[config.mk]
export PLATFORM = sky130hd
export DESIGN_NAME = pms_ram
export DESIGN_NICKNAME = d
export VERILOG_FILES = /design/src/pms_ram.sv
export SDC_FILE = /design/constraint.sdc
export NUM_CORES = 2
export LEC_CHECK = 0
export BUFFER_PORTS_ARGS = -buffer_cell sky130_fd_sc_hd__buf_2
export CAP_MARGIN = 20
export CORE_UTILIZATION = 25
export DETAILED_ROUTE_END_ITERATION = 8
export HOLD_SLACK_MARGIN = 0.1
export PLACE_DENSITY = 0.37
export SYNTH_ARGS = -nofsm -noshare
export SYNTH_HDL_FRONTEND = slang
export SYNTH_SLANG_ARGS = --single-unit
[constraint.sdc]
create_clock -name clk -period 6.34 [get_ports clk]
set_input_delay 0 -clock clk [delete_from_list [all_inputs] [get_ports clk]]
set_output_delay 0 -clock clk [all_outputs]
set_load 0.005 [all_outputs]
[src/pms_ram.sv]
// Generic single-port-write, single-port-read RAM with registered read data.
// No dependencies.
module pms_ram #(
    parameter int WIDTH = 32,
    parameter int DEPTH = 64
) (
    input  logic                     clk,
    input  logic                     we,
    input  logic [$clog2(DEPTH)-1:0] waddr,
    input  logic [WIDTH-1:0]         wdata,
    input  logic [$clog2(DEPTH)-1:0] raddr,
    output logic [WIDTH-1:0]         rdata
);

    logic [WIDTH-1:0] mem [DEPTH];

    always_ff @(posedge clk)
    begin
        if (we)
        begin
            mem[waddr] <= wdata;
        end
        rdata <= mem[raddr];
    end

endmodule

==> metrics <==
result of the run completed; share of layout cells above drive strength 1 about 30%; Seq pwr share between 50 and 60%; class of the tightest hold or removal check primary input to flop; most common cell after layout, fill and taps aside sky130_fd_sc_hd__edfxtp_1; post-detailed-route via-to-cell ratio roughly 4.6; startpoint of the lowest-slack hold path wdata[19]; area share of the largest cell type after synthesis between 70% and 80%; overall overflow remaining after global route 0; fraction of registers with async set/reset 0%; most used flip-flop cell after synthesis sky130_fd_sc_hd__edfxtp_1; most repeated library cell on the critical path sky130_fd_sc_hd__dlygate4sd3_1; capturing point of the worst reg2reg path rdata[1]$_DFF_P_; series of cell instances along the critical path dlygate4sd3_1 > buf_2 > nor2b_1 > dlygate4sd3_1 > nand4b_1 > dlygate4sd3_1 > nor2_4 > buf_4; number of buffers on the longest clock path 3; placed instance area 85000 um2; port bufs a little under 80; I/O pin count between 70 and 80; f_max around 0.31 GHz; main area contributors after synthesis sky130_fd_sc_hd__edfxtp_1 78%, sky130_fd_sc_hd__mux4_2 16%, sky130_fd_sc_hd__mux2i_1 1.2%, sky130_fd_sc_hd__dfxtp_1 0.82%, sky130_fd_sc_hd__o22ai_1 0.67%; drt first pass iters 5; total leakage power about 28 nW; total internal power around 23 mW; syn nets between 3000 and 4000; CORE AREA ~310000 um2; starting utilization of the core area about a quarter; Detail Placement HPWL around 140 mm; smallest hold slack between 150 and 200 ps; detailed-route wire length per cell between 30 and 40 um; final instance area between 90000 and 100000 um2; reg2reg setup slack 4010 ps; CP Data Required Time a little under 7000 ps; clock transition at the registers of the reported paths about 60 ps; clock tree root driver cell sky130_fd_sc_hd__clkbuf_16; post-synthesis cell type with the largest combined area sky130_fd_sc_hd__edfxtp_1; Data arrival, critical path between 3000 and 4000 ps; maximum vdd ir drop between 0.3 and 0.4 mV; number of resized instances in the post-cts repair step 0; post-synthesis to final-layout area growth 18.1%; DRT iter0 DRCs around 3600; end of the worst hold path mem[38][19]$_DFFE_PP_; max-cap viol count 0; crit-path leading delay family buffers and inverters; count of yosys warnings during synthesis 0; critical path start-end classification primary input to flop; average cell area after synthesis around 24 um2; switching component of the power 6.55 mW; final period utilization around half; launching element type of the critical path primary input; die boundary height 562 um; number of vias after detailed routing about 37000; unrepaired setup endpoints after global routing no; net switching share of the total power around 22%; routability congestion estimate from global placement about 0.7; post-detailed-route DRC marker count 0; crit path max-delay cell type sky130_fd_sc_hd__nor2_4; cell count after synthesis between 3000 and 4000; Post-DRT Antenna Nets 0; H-tree levels 4; total CTS buffers ~230; buffers plus inverters on the worst setup path 5; post-synthesis instance area just under 80000 um2; number of placement rows about 210; FF+latch count, synth 2080; measured slew at the worst slew-check pin roughly 1200 ps; smallest setup slack after layout 3140 ps; clock tree from TritonCTS built; number of global-route vias before repair about 38000; number of flops mapped to enable cells by yosys between 2000 and 2500; total number of clock tree sinks about 2100; Cell Pwr Density 318 nW/um2; final core utilization about 30%; library cells used by synthesis 34; setup bufs post-CTS 0; final-report hold violation count 0; WHS Path Cells 2; clock latency of the later-clocked register in the worst-skew pair approximately 870 ps; longest individual stage delay on the worst path slightly above 700 ps; final clock skew roughly 32 ps; setup TNS after final layout 0 ps; relative slew slack 22.9%; global router's overall resource usage 15.5%; timing startpoint of the critical path waddr[3]; most used cells in the layout excluding fill and tap cells 2048 x sky130_fd_sc_hd__edfxtp_1, 544 x sky130_fd_sc_hd__mux4_2, 228 x sky130_fd_sc_hd__clkbuf_16; min cycle time layout approximately 3200 ps; total wire length after detailed routing between 200 and 250 mm; Layout Nets between 3000 and 4000; CP Max Fanout 17; critical path capture point type flop; global-route wire length before repair 337 mm; share of power burned in combinational logic approximately 5.0%; share of power burned in the clock network 43.1%; Register-to-Register Path Depth 4; sequential-to-total area share from yosys stat around four fifths; Pins Over Slew Limit 0; setup slack at placement 2780 ps; final setup fails 0; startpoint of the most critical register-to-register path mem[3][1]$_DFFE_PP_; area enclosed by the die boundary 316000 um2; Chip Width 562 um; pin count of the biggest net entering global routing 86; antenna violations before repair 13
## how the worst max path moves through the flow
stage                                        to  depth (start not counted)
after global routing      mem[52][17]$_DFFE_PP_                          8
after CTS                 mem[52][17]$_DFFE_PP_                          8
after floorplan            mem[48][0]$_DFFE_PP_                          4
final                     mem[52][17]$_DFFE_PP_                          8
after global placement         rdata[6]$_DFF_P_                          7
after detailed placement      rdata[10]$_DFF_P_                          6
## power groups by stage
stage | sequential (mW) | clock [mW] | combinational, mW
floorplan | 15.5 | 0 | 0.740
global placement | 15.6 | 0 | 1.47
detailed placement | 15.6 | 0 | 1.48
CTS | 15.3 | 13.1 | 1.51
global route | 15.3 | 13.5 | 1.57
finish | 15.3 | 12.7 | 1.46
## final cells by class
class	instances	area (um2)
repair buffers	282	2390
multi-input cells	1062	16000
clock buffers	309	6140
diodes	2	5.00
clock inverters	111	916
fillers	30100	219000
well taps	4140	5180
flip-flops and latches	2080	62100
## metal layers
layer	up-vias	routed length (um)	global-route usage, %
met5	-	8	0
met4	2	5300	3.88
met3	280	9480	2.15
met2	811	120000	25.6
met1	20400	112000	21.6
li1	15000	-	-
## cells by family (layout without fill, tap and decap cells)
| kind of cell | Yosys count | in the layout | share of synthesized area [%] |
|---|---|---|---|
| muxes | 637 | 637 | 16.8 |
| and+or+nand+nor | 223 | 223 | 1.27 |
| DFF | 2080 | 2080 | 79.1 |
| buffers and inverters | 182 | 702 | 1.13 |
| AOI/OAI and AO/OA | 202 | 202 | 1.67 |
| other | 0 | 2 | 0 |
## repair_timing
action,in CTS,in global routing
endpoints found under the setup margin,0,0
endpoints found under the hold margin,2350,49
hold buffers,49,4
## sequential cells by signal, summed over array words and instances, names as in the netlist
name / cells
rdata: 32
mem: 2048
## Yosys cell counts (7+ instances only)
library cell	count
sky130_fd_sc_hd__nor2b_1	15
sky130_fd_sc_hd__nor3_1	7
sky130_fd_sc_hd__o22ai_1	84
sky130_fd_sc_hd__nand2_1	26
sky130_fd_sc_hd__nor2_1	137
sky130_fd_sc_hd__buf_4	25
sky130_fd_sc_hd__buf_2	57
sky130_fd_sc_hd__a311oi_1	8
sky130_fd_sc_hd__mux2i_1	93
sky130_fd_sc_hd__buf_1	21
sky130_fd_sc_hd__dfxtp_1	32
sky130_fd_sc_hd__nand2b_1	8
sky130_fd_sc_hd__mux4_2	544
sky130_fd_sc_hd__a21oi_1	62
sky130_fd_sc_hd__a22oi_1	12
sky130_fd_sc_hd__clkbuf_1	74
sky130_fd_sc_hd__edfxtp_1	2048
sky130_fd_sc_hd__o221ai_1	27
## metrics by stage
step	total power, mW	std cells
floorplan	16.3	3324
global placement	17.1	7496
detailed placement	17.1	7502
CTS	29.9	7971
global route	30.4	7985
finish	29.5	7986
(Power assumes the default switching activity.)
